===== src/tpsc_pkg.sv =====
// Types, request codes and the duty table of the three-phase step commutator.
package tpsc_pkg;

  localparam logic [1:0]  REQ_MOVE     = 2'd0;
  localparam logic [1:0]  REQ_TICK     = 2'd1;
  localparam logic [1:0]  REQ_ZERO     = 2'd2;
  localparam logic [3:0]  LAST_STEP    = 4'd11;
  localparam logic [15:0] PERIOD_RESET = 16'd512;

  typedef struct packed {
    logic [1:0]         req_type;
    logic signed [15:0] move_amount;
  } tpsc_in_t;

  typedef struct packed {
    logic [7:0] duty_a;
    logic [7:0] duty_b;
    logic [7:0] duty_c;
    logic       drive_enable;
    logic [3:0] step_index;
    logic       stepping;
    logic       step_taken;
  } tpsc_out_t;

  typedef struct packed {
    logic [7:0] a;
    logic [7:0] b;
    logic [7:0] c;
  } tpsc_duty_t;

  // Sine-like duty triple for each of the twelve electrical steps.
  function automatic tpsc_duty_t duty_lookup(input logic [3:0] idx);
    tpsc_duty_t d;
    case (idx)
      4'd0:    d = '{8'd127, 8'd238, 8'd18};
      4'd1:    d = '{8'd191, 8'd191, 8'd1};
      4'd2:    d = '{8'd238, 8'd127, 8'd18};
      4'd3:    d = '{8'd255, 8'd63,  8'd63};
      4'd4:    d = '{8'd238, 8'd18,  8'd127};
      4'd5:    d = '{8'd191, 8'd1,   8'd191};
      4'd6:    d = '{8'd127, 8'd18,  8'd238};
      4'd7:    d = '{8'd63,  8'd63,  8'd255};
      4'd8:    d = '{8'd18,  8'd127, 8'd238};
      4'd9:    d = '{8'd1,   8'd191, 8'd191};
      4'd10:   d = '{8'd18,  8'd238, 8'd127};
      4'd11:   d = '{8'd63,  8'd255, 8'd63};
      default: d = '{8'd0,   8'd0,   8'd0};
    endcase
    return d;
  endfunction

endpackage


===== src/tpsc_in_stage.sv =====
// Input register: holds one accepted request item until the core takes it.
module tpsc_in_stage
  import tpsc_pkg::*;
(
  input  logic     clk,
  input  logic     rst,
  input  logic     req_valid,
  output logic     req_ready,
  input  tpsc_in_t req,
  input  logic     take,
  output logic     held_valid,
  output tpsc_in_t held
);

  // Accept when empty or when the held item moves on this cycle.
  assign req_ready = !held_valid || take;

  // Track occupancy.
  always_ff @(posedge clk) begin
    if (rst) begin
      held_valid <= 1'b0;
    end else if (req_ready) begin
      held_valid <= req_valid;
    end
  end

  // Capture payload.
  always_ff @(posedge clk) begin
    if (req_valid && req_ready) begin
      held <= req;
    end
  end

endmodule


===== src/tpsc_core.sv =====
// Commutation state and its single-pass update for one request item.
module tpsc_core
  import tpsc_pkg::*;
(
  input  logic        clk,
  input  logic        rst,
  input  logic        go,
  input  tpsc_in_t    item,
  input  logic        cfg_write,
  input  logic [15:0] cfg_data,
  output tpsc_out_t   result
);

  logic [15:0] step_period;
  logic [3:0]  phase_step,  phase_step_next;
  logic [15:0] steps_left,  steps_left_next;
  logic [15:0] countdown,   countdown_next;
  logic        running,     running_next;
  logic        enables_on,  enables_on_next;
  tpsc_duty_t  duty,        duty_next;
  logic        taken;
  logic [3:0]  s;

  // Work out the state after this item.
  always_comb begin
    phase_step_next = phase_step;
    steps_left_next = steps_left;
    countdown_next  = countdown;
    running_next    = running;
    enables_on_next = enables_on;
    duty_next       = duty;
    taken           = 1'b0;
    s               = phase_step;
    case (item.req_type)
      REQ_MOVE: begin
        steps_left_next = item.move_amount;
        enables_on_next = 1'b1;
        countdown_next  = step_period;
        running_next    = 1'b1;
      end
      REQ_TICK: begin
        if (running) begin
          if (countdown <= 16'd1) begin
            if (steps_left == 16'd0) begin
              // Nothing left: stop and release the bridge.
              duty_next       = '0;
              enables_on_next = 1'b0;
              running_next    = 1'b0;
            end else begin
              if (steps_left[15]) begin
                steps_left_next = steps_left + 16'd1;
                s = (phase_step >= LAST_STEP) ? 4'd0 : phase_step + 4'd1;
              end else begin
                steps_left_next = steps_left - 16'd1;
                s = (phase_step == 4'd0 || phase_step > LAST_STEP) ?
                    LAST_STEP : phase_step - 4'd1;
              end
              phase_step_next = s;
              duty_next       = duty_lookup(s);
              countdown_next  = step_period;
              taken           = 1'b1;
            end
          end else begin
            countdown_next = countdown - 16'd1;
          end
        end
      end
      REQ_ZERO: begin
        duty_next = '0;
      end
      default: begin
      end
    endcase
  end

  // Commit state when an item passes through.
  always_ff @(posedge clk) begin
    if (rst) begin
      phase_step <= '0;
      steps_left <= '0;
      countdown  <= '0;
      running    <= 1'b0;
      enables_on <= 1'b0;
      duty       <= '0;
    end else if (go) begin
      phase_step <= phase_step_next;
      steps_left <= steps_left_next;
      countdown  <= countdown_next;
      running    <= running_next;
      enables_on <= enables_on_next;
      duty       <= duty_next;
    end
  end

  // Hold the step period register.
  always_ff @(posedge clk) begin
    if (rst) begin
      step_period <= PERIOD_RESET;
    end else if (cfg_write) begin
      step_period <= cfg_data;
    end
  end

  // Report the post-item state.
  always_comb begin
    result.duty_a       = duty_next.a;
    result.duty_b       = duty_next.b;
    result.duty_c       = duty_next.c;
    result.drive_enable = enables_on_next;
    result.step_index   = phase_step_next;
    result.stepping     = running_next;
    result.step_taken   = taken;
  end

endmodule


===== src/tpsc_out_stage.sv =====
// Result register: holds one result item until the consumer takes it.
module tpsc_out_stage
  import tpsc_pkg::*;
(
  input  logic      clk,
  input  logic      rst,
  input  logic      load,
  input  tpsc_out_t result,
  output logic      slot_free,
  output logic      rsp_valid,
  input  logic      rsp_ready,
  output tpsc_out_t rsp
);

  // Free when empty or drained this cycle.
  assign slot_free = !rsp_valid || rsp_ready;

  // Track occupancy.
  always_ff @(posedge clk) begin
    if (rst) begin
      rsp_valid <= 1'b0;
    end else if (slot_free) begin
      rsp_valid <= load;
    end
  end

  // Capture payload.
  always_ff @(posedge clk) begin
    if (load) begin
      rsp <= result;
    end
  end

endmodule


===== src/three_phase_step_commutator.sv =====
// Three-phase 12-step commutator: an accepted item goes through the input register and
// then the result register, one item per cycle sustained while rsp_ready does not stall.
// The core update is a single pass of compare, add and a 12-entry table read between
// the input and result registers. Synchronous active-high reset clears state, step_period
// to 512. cfg_ready is always high.
module three_phase_step_commutator
  import tpsc_pkg::*;
(
  input  logic        clk,
  input  logic        rst,
  input  logic        req_valid,
  output logic        req_ready,
  input  tpsc_in_t    req,
  output logic        rsp_valid,
  input  logic        rsp_ready,
  output tpsc_out_t   rsp,
  input  logic        cfg_valid,
  output logic        cfg_ready,
  input  logic [15:0] cfg_data
);

  logic      held_valid;
  tpsc_in_t  held;
  logic      slot_free;
  logic      take;
  tpsc_out_t result;

  assign cfg_ready = 1'b1;
  // Move the held item when the result register can take it.
  assign take = held_valid && slot_free;

  tpsc_in_stage u_in_stage (
    .clk        (clk),
    .rst        (rst),
    .req_valid  (req_valid),
    .req_ready  (req_ready),
    .req        (req),
    .take       (take),
    .held_valid (held_valid),
    .held       (held)
  );

  tpsc_core u_core (
    .clk       (clk),
    .rst       (rst),
    .go        (take),
    .item      (held),
    .cfg_write (cfg_valid && cfg_ready),
    .cfg_data  (cfg_data),
    .result    (result)
  );

  tpsc_out_stage u_out_stage (
    .clk       (clk),
    .rst       (rst),
    .load      (take),
    .result    (result),
    .slot_free (slot_free),
    .rsp_valid (rsp_valid),
    .rsp_ready (rsp_ready),
    .rsp       (rsp)
  );

endmodule


===== config.mk =====
export PLATFORM = sky130hd
export DESIGN_NAME = three_phase_step_commutator
export DESIGN_NICKNAME = d
export VERILOG_FILES = /design/src/tpsc_pkg.sv /design/src/tpsc_in_stage.sv /design/src/tpsc_core.sv /design/src/tpsc_out_stage.sv /design/src/three_phase_step_commutator.sv
export SDC_FILE = /design/constraint.sdc
export NUM_CORES = 1
export LEC_CHECK = 0
export ABC_CLOCK_PERIOD_IN_PS = 2600
export BUFFER_PORTS_ARGS = -buffer_cell sky130_fd_sc_hd__clkbuf_2
export CORE_MARGIN = 2
export CORE_UTILIZATION = 46
export CTS_CLUSTER_SIZE = 20
export DETAILED_ROUTE_END_ITERATION = 7
export PLACE_DENSITY_LB_ADDON = 0.15
export SKIP_CTS_REPAIR_TIMING = 1
export SLEW_MARGIN = 10
export SYNTH_ARGS = -nofsm -noshare
export SYNTH_HDL_FRONTEND = slang
export SYNTH_SLANG_ARGS = --single-unit

===== constraint.sdc =====
create_clock -name clk -period 2.6 [get_ports clk]
set_input_delay 0.52 -clock clk [delete_from_list [all_inputs] [get_ports clk]]
set_output_delay 0.52 -clock clk [all_outputs]
set_load 0.02 [all_outputs]

# Word level (Yosys, flattened, before mapping)
# Memory sizes are Yosys's and may differ from the RTL's.
# Index checks and enable logic that the tools add are counted.
# word_totals
mem_bits_ro,384
inputBits,39
ff_bits,129
out_inout_bits,34
elab_cells,81
memories,1
# memory_table
memory,words,word_bits,read_ports,rd_ports_with_merged_regs,write_ports,line,text
(no name shown),16,24,1,0,0,tpsc_pkg.sv:34,case (idx)
# classes
n_reduce_logical,14
magnitude_cmp,3
mux,32
eq_ne,6
add_sub_neg,5
# op_table
cell,n
$mux 16,7
$mux 24,3
$pmux 16 s2,2
$pmux 24 s2,1
$mux 4,11
$sub 16x1->16 const B,2
$add 16x1->16 const B,1
$le 16x1->1 const B,1
$logic_not 16->1,1
$mux 1,6
$reduce_and 5->1,1
$add 4x1->4 const B,1
$ge 4x4->1 const B,1
$gt 4x4->1 const B,1
$logic_not 4->1,1
$ne 2x1->1 const B,2
$pmux 1 s2,2
$reduce_and 4->1,1
$sub 4x1->4 const B,1
$logic_or 1x1->1,3
$ne 3x3->1 const B,1
$reduce_and 3->1,1
$eq 2x1->1 const B,1
$eq 2x2->1 const B,1
5 further kinds,7

# Depth between registers and ports, before layout
# Gate-level depths: netlist of the first run.
# An unclocked memory read counts as a cell.
# depth
depth_word,13
depth_mapped,11
ltp_nobuf,9

# Hierarchy
# A second synthesis of the first run with hierarchy kept.
# unflattened
cells_unflattened,732
area_unflattened_um2,6633.9
# by_module_without_submodules
mod,n_inst,area_each_um2,cells_per_inst,seq_area_each_um2
tpsc_core,1,5043.6,671,1561.5
tpsc_out_stage,1,977.2,35,950.9
tpsc_in_stage,1,595.6,23,560.5
three_phase_step_commutator,1,17.5,3,0.0

# Worst setup path after synthesis of the first run
# OpenSTA, ideal clock, no wires.
# synth_path
path_type,in2reg
start,input port rsp_ready
end,register u_core.duty[0] in the netlist's numbering
path_slack_ns,-0.135
required_ns,2.540
cell_stages,6
n_path_buf,1
setup_ns,0.060
arrival_ns,2.676
path_cell_list,nor2b_1 -> nand2b_1 -> clkinv_1 -> a31oi_1 -> clkbuf_1 -> a22o_1
# synth_via
elab_chain_cells,2
# synth_rtl
item,line,text
"start, declared",three_phase_step_commutator.sv:15,"input logic rsp_ready,"
$logic_or 1x1->1,tpsc_out_stage.sv:16,assign slot_free = !rsp_valid || rsp_ready;
$logic_and 1x1->1,three_phase_step_commutator.sv:30,assign take = held_valid && slot_free;
net take,three_phase_step_commutator.sv:25,logic take;
"end signal, assigned",tpsc_core.sv:91,duty <= duty_next;
"end, declared",tpsc_core.sv:20,"tpsc_duty_t duty, duty_next;"
# The timed path passes the listed nets, and every way through them passes these cells.
# A chain may end at the register's enable or synchronous reset.

# Worst setup path after layout of the first run
# layout_path
start,register u_core.countdown[0]
end,register u_core.countdown[3]
# layout_via
elab_chain_cells,4
elab_cells_between_ends,7
cone_classes,add/sub (1); order compare (1); eq/ne (1); mux (3); reduce/logical (1)
# layout_rtl
item,line,text
"start, declared",tpsc_core.sv:17,"logic [15:0] countdown, countdown_next;"
"start signal, assigned",tpsc_core.sv:88,countdown <= countdown_next;
$sub 16x1->16 / $le 16x1->1 (equally long branches),"tpsc_core.sv:64, tpsc_core.sv:43",
$mux 16,tpsc_core.sv:43,if (countdown <= 16'd1) begin
$mux 16,tpsc_core.sv:42,if (running) begin
$pmux 16 s2,tpsc_core.sv:34,case (item.req_type)
# Parallel ways exist; a longest one is shown, timed or not. The select of a mux whose other input is x is not followed.

==> flow_summary.json, run 1 <==
{
  "cts_tree": "built",
  "die_x_um": 124,
  "placementRows": 43,
  "antenna_found_initial": 0,
  "layout_commonest_cell": "nor2_1",
  "dr.pass1.iters": 5,
  "hold_viol": 0,
  "drv_cap": 0,
  "grt_max_degree": 35,
  "worstPathCellList": "inv_1 > ha_1 > o21ai_2 > nor3_2 > a31oi_1 > buf_4 > o21ai_0 > a22oi_1 > nor2_1",
  "dieHeight_um": 124,
  "power.share.clock_pct": 44.6,
  "clock-skew-final_ns": 0.0101,
  "leakagePower_uw": 0.00325,
  "clk_latency_ns": 0.42,
  "maxSlewViolCount": 0,
  "finalSetupTns_ns": 0,
  "peakVddDrop_mv": 0.610,
  "place_congestion": 0.945,
  "grt_pass1_wl_um": 25800,
  "path_clk_slew_ns": 0.06,
  "fin_crit_ns": 2.41,
  "fmax_mhz": 414,
  "syn_nets": 754,
  "grt_pass1_vias": 5507,
  "most-common-layout-cells": "nor2_1, dfxtp_1, clkbuf_2, nand2_1, edfxtp_1",
  "htreeDepth": 4,
  "r2r_slack_ns": 0.19,
  "power_density_nw_per_um2": 639,
  "numCtsBuffers": 17,
  "grt_usage_pct": 21.5,
  "end_kind": "flop",
  "ys.warnings.count": 0,
  "required_ns": 2.90,
  "cp-start-kind": "flop",
  "dp.final_hpwl_um": 10900,
  "async_flop_share_pct": 0,
  "post-route-period-util_pct": 92.8,
  "pre_cts_ws_ns": 0.0629,
  "combPwrFrac_pct": 11.6,
  "ioPinCount": 73,
  "path_max_fanout": 18,
  "clockBufferDepth": 2,
  "numPortBuffers": 71,
  "syn_area_per_cell_um2": 9.58,
  "cpPeakStageDelay_ns": 0.51,
  "setup_viol": 0,
  "drt_iter0_drc": 412,
  "p_int_uw": 3710,
  "globalRouteOverflowTotal": 0,
  "final_antenna_net_count": 0,
  "syn_area_um2": 6640,
  "drive_gt1_share_pct": 21.3,
  "nFillCells": 1254,
  "synth_cell_types": 73,
  "grt_setup_unrepaired": "no",
  "arrival_ns": 2.71,
  "netlist_instances": 693,
  "netSwitchingFraction_pct": 26.1,
  "setup_ws_ns": 0.187,
  "diodes": 0,
  "vias": 5552,
  "clkSinkCount": 129,
  "worst_slew_pin_slew_ns": 0.909,
  "critical_path_class": "reg2reg",
  "initial_core_util_pct": 47.5,
  "hold_class": "in2reg",
  "via_per_inst": 5.76,
  "ys_seq_area_share_pct": 46.3,
  "area_delta_synth_final_pct": 18.4,
  "seq_power_share_pct": 43.8,
  "critical_path_buf_inv_count": 2,
  "core-area_um2": 14000,
  "synth_flop_cell": "dfxtp_1",
  "routedWlPerCell_um": 16.1,
  "ys_seq_elements": 129,
  "synth-edff-count": 49,
  "finalWirelength_um": 15500,
  "remaining_drc_errors": 0,
  "clockRootBuffer": "clkbuf_16",
  "cp_slowest_cell": "o21ai_2",
  "dieArea_um2": 15400,
  "p_sw_uw": 1310,
  "maxSlewHeadroom_pct": 39.4,
  "cp_top_family": "compound AO/OA/AOI/OAI gates",
  "status": "finished clean",
  "nets": 832
}
power groups by stage:
stage	clock (uW)	combinational, uW	sequential, uW
2_1_floorplan	0	394	2260
4_1_cts	2290	578	2200
3_5_place_dp	0	575	2240
5_1_grt	2380	645	2210
6_report	2240	581	2200
3_3_place_gp	0	561	2240
per-stage QoR:
| stage | hold WS [ns] | util (%) | instances | power, uW | instance area [um^2] |
|---|---|---|---|---|---|
| 3_3_place_gp | 0.437 | 52.0 | 932 | 2800 | 7270 |
| 3_5_place_dp | 0.440 | 52.0 | 932 | 2820 | 7270 |
| 6_report | 0.273 | 56.2 | 964 | 5020 | 7860 |
| 4_1_cts | 0.260 | 55.9 | 964 | 5060 | 7830 |
| 5_1_grt | 0.256 | 56.2 | 964 | 5230 | 7860 |
| 2_1_floorplan | 0.425 | - | 693 | 2650 | 6640 |
registers in the layout, indices dropped and copies added (netlist names):
signal / flops
u_core.steps_left: 16
u_core.duty: 24
u_core.running: 1
u_core.enables_on: 1
u_out_stage.rsp_valid: 1
u_core.step_period: 16
u_out_stage.rsp: 31
u_core.phase_step: 4
u_in_stage.held: 18
u_in_stage.held_valid: 1
u_core.countdown: 16
worst paths after layout:
check | start | endpoint | cells after the start
hold reg to reg | u_core.duty[12]$_SDFFE_PP0P_ | u_core.duty[12]$_SDFFE_PP0P_ | 2
hold / removal | req[3] | u_in_stage.held[3]$_DFFE_PP_ | 1
setup reg to reg | u_core.countdown[0]$_SDFFE_PP0P_ | u_core.countdown[3]$_SDFFE_PP0P_ | 9
setup / recovery | u_core.countdown[0]$_SDFFE_PP0P_ | u_core.countdown[3]$_SDFFE_PP0P_ | 9
Yosys cell counts (3+ instances only):
library cell / count / area share [%]
xor2_1: 6 / 0.79
clkbuf_1: 25 / 1.4
nand2_1: 60 / 3.4
a2bb2oi_1: 4 / 0.53
o221ai_1: 3 / 0.40
o21ai_0: 39 / 2.9
buf_2: 8 / 0.60
nor4_1: 6 / 0.57
edfxtp_1: 49 / 22
nor2_1: 89 / 5.0
and2_1: 5 / 0.47
o31ai_1: 5 / 0.57
dfxtp_1: 80 / 24
nor3b_1: 4 / 0.45
a211oi_1: 9 / 1.0
inv_1: 13 / 0.74
ha_1: 21 / 4.0
nor3_1: 18 / 1.4
nand3_1: 10 / 0.75
o21bai_1: 4 / 0.45
a31oi_1: 11 / 1.0
o41ai_1: 5 / 0.66
nor3_2: 3 / 0.45
a22oi_1: 10 / 1.1
o21ai_1: 5 / 0.38
a21o_1: 24 / 2.7
a31o_2: 3 / 0.40
or3_1: 3 / 0.28
a32o_1: 5 / 0.75
nand4_1: 4 / 0.38
xnor2_1: 8 / 1.1
a22o_1: 15 / 2.0
a211oi_2: 8 / 1.5
o211ai_1: 3 / 0.34
nand2b_1: 6 / 0.57
mux2i_1: 23 / 3.5
a21oi_1: 49 / 3.7
buf_1: 3 / 0.17
nor2b_1: 4 / 0.38
kinds of logic after synthesis:
| group | synth area share (%) |
|---|---|
| muxes | 3.47 |
| AOI/OAI and AO/OA | 23.8 |
| DFF | 46.3 |
| buffers and inverters | 3.83 |
| adders and majority gates | 4.26 |
| xor gates and xnor gates | 1.85 |
| other | 0.0565 |
| and+or+nand+nor | 16.5 |
worst register-to-register path: stages (launching register included):
cell and delay [ns]:
dfxtp_1 0.41, inv_1 0.08, ha_1 0.27, o21ai_2 0.51, nor3_2 0.21, a31oi_1 0.21, buf_4 0.24, o21ai_0 0.11
a22oi_1 0.19, nor2_1 0.06
layout make-up:
type / instances / area (um^2) / area share, %
clock buffer: 17 / 425 / 5.41
inverter: 15 / 61.3 / 0.780
tap: 180 / 225 / 2.87
sequential: 129 / 3070 / 39.1
timing repair buffer: 100 / 598 / 7.61
clock inverter: 15 / 133 / 1.69
multi-input combinational: 508 / 3340 / 42.5
metal layers:
metal	share of wire [%]	wire [um]	track usage, %
met5	0	0	0
met4	2.9	450	10.5
met3	4.6	706	5.13
met2	49	7560	35.7
met1	44	6780	26.0
No activity file was read; power rests on OpenSTA's default activity.
==> run 2: changes to the inputs <==
--- a/config.mk
+++ b/config.mk
@@ -8,10 +8,12 @@
 export ABC_CLOCK_PERIOD_IN_PS = 2600
 export BUFFER_PORTS_ARGS = -buffer_cell sky130_fd_sc_hd__clkbuf_2
 export CORE_MARGIN = 2
-export CORE_UTILIZATION = 46
+export CORE_UTILIZATION = 35
+export CTS_BUF_LIST = sky130_fd_sc_hd__clkbuf_8 sky130_fd_sc_hd__clkbuf_16
 export CTS_CLUSTER_SIZE = 20
 export DETAILED_ROUTE_END_ITERATION = 7
 export PLACE_DENSITY_LB_ADDON = 0.15
+export REMOVE_ABC_BUFFERS = 1
 export SKIP_CTS_REPAIR_TIMING = 1
 export SLEW_MARGIN = 10
 export SYNTH_ARGS = -nofsm -noshare
==> run 2 against run 1 <==
- routed wire length increased by 5.2%
- die area increased by 30%
- sequential power about the same
- power increased by 7.4%
- largest cell class unchanged
==> flow_summary.json, run 2 (synthesis gave the netlist of run 1 again) <==
{
  "dieHeight_um": 142,
  "clock-skew-final_ns": 0.00990,
  "clkSinkCount": 129,
  "post-route-period-util_pct": 95.0,
  "remaining_drc_errors": 0,
  "leakagePower_uw": 0.00331,
  "seq_power_share_pct": 40.8,
  "antenna_found_initial": 0,
  "initial_core_util_pct": 35.6,
  "fin_crit_ns": 2.47,
  "p_int_uw": 3960,
  "finalSetupTns_ns": 0,
  "ioPinCount": 73,
  "place_congestion": 0.904,
  "dp.final_hpwl_um": 11500,
  "power_density_nw_per_um2": 668,
  "top_register": "u_out_stage.rsp",
  "drv_cap": 0,
  "grt_usage_pct": 16.7,
  "hold_class": "in2reg",
  "finalWirelength_um": 16300,
  "power.share.clock_pct": 48.2,
  "dieArea_um2": 20100,
  "p_total_uw": 5390,
  "r2r_slack_ns": 0.13,
  "clk_latency_ns": 0.42,
  "hold_depth": 1,
  "htreeDepth": 4,
  "most-common-layout-cells": "nor2_1, dfxtp_1, clkbuf_2, nand2_1, edfxtp_1",
  "required_ns": 2.95,
  "grt_busiest_layer": "met2",
  "setup_viol": 0,
  "placementRows": 50,
  "largestRegisters": "u_out_stage.rsp x31, u_core.duty x24, u_in_stage.held x18",
  "dr.pass1.iters": 5,
  "cts_tree": "built",
  "clockRootBuffer": "clkbuf_16",
  "numPortBuffers": 71,
  "cp-start-kind": "flop",
  "largest_reg_flops": 31,
  "fin_cells": 1024,
  "core-area_um2": 18600,
  "numCtsBuffers": 17,
  "layout_commonest_cell": "nor2_1",
  "path_max_fanout": 21,
  "vias": 5509,
  "netSwitchingFraction_pct": 26.6,
  "diodes": 0,
  "critical_path_class": "reg2reg",
  "setup_ws_ns": 0.129,
  "fmax_mhz": 405,
  "drive_gt1_share_pct": 22.0,
  "hold_viol": 0,
  "maxSlewHeadroom_pct": 34.6,
  "p_sw_uw": 1430,
  "worst_slew_pin_slew_ns": 0.981,
  "grtUsageMet3_pct": 3.68,
  "grt_pass1_vias": 5466,
  "peakVddDrop_mv": 0.432,
  "path_clk_slew_ns": 0.06,
  "via_per_inst": 5.38,
  "final_antenna_net_count": 0,
  "routedWlPerCell_um": 15.9,
  "drt_iter0_drc": 418,
  "dp.cells": 989,
  "area_delta_synth_final_pct": 21.6,
  "pre_cts_ws_ns": -0.0112,
  "end_kind": "flop",
  "combPwrFrac_pct": 11.0,
  "arrival_ns": 2.82,
  "clockBufferDepth": 2,
  "die_x_um": 142,
  "r2r_cells": 7,
  "maxSlewViolCount": 0,
  "grt_use_met1_pct": 21.2,
  "nets": 838,
  "status": "finished clean",
  "globalRouteOverflowTotal": 0,
  "gr-usage-met2_pct": 27.5,
  "grt_pass1_wl_um": 26900,
  "grt_max_degree": 35
}
==> run 2: area by class of cell <==
type | instances | area [um^2]
clock inverter | 15 | 216
sequential | 129 | 3070
inverter | 15 | 56.3
timing repair buffer | 106 | 647
multi-input combinational | 508 | 3360
fill | 1836 | 10600
clock buffer | 17 | 425
tap | 234 | 293
==> run 2: worst paths after layout <==
kind                                                  startpoint                                  to
worst max-delay path            u_core.countdown[9]$_SDFFE_PP0P_  u_core.steps_left[13]$_SDFFE_PP0P_
worst min-delay path                                     req[12]       u_in_stage.held[12]$_DFFE_PP_
worst max register to register  u_core.countdown[9]$_SDFFE_PP0P_  u_core.steps_left[13]$_SDFFE_PP0P_
worst min register to register      u_core.duty[10]$_SDFFE_PP0P_        u_core.duty[10]$_SDFFE_PP0P_
==> run 2: power groups by stage <==
stage	sequential [uW]	clock [uW]	combinational, uW
4_1_cts	2200	2660	591
2_1_floorplan	2260	0	361
3_5_place_dp	2240	0	589
5_1_grt	2200	2770	660
3_3_place_gp	2240	0	578
6_report	2200	2600	593
==> run 2: worst max-delay path, stage by stage, from the launching register on <==
cell and delay [ns]:
dfxtp_1 0.34, or3_4 0.41, nand2b_4 0.23, o41ai_4 0.52, and2_1 0.39, buf_12 0.21
o221ai_1 0.12, a31oi_1 0.16
==> run 2: per-stage QoR <==
stage | utilization, % | hold WS, ns | instance area, um^2
2_1_floorplan | - | 0.425 | 6440
3_5_place_dp | 39.4 | 0.440 | 7350
4_1_cts | 42.9 | 0.250 | 8000
6_report | 43.3 | 0.271 | 8070
3_3_place_gp | 39.4 | 0.437 | 7350
5_1_grt | 43.3 | 0.252 | 8070
==> run 2: per-layer routing <==
layer | vias to the layer above | wire [um]
met3 | 25 | 667
met1 | 2616 | 7630
li1 | 2746 | -
met5 | - | 0
met2 | 122 | 7700
met4 | 0 | 299
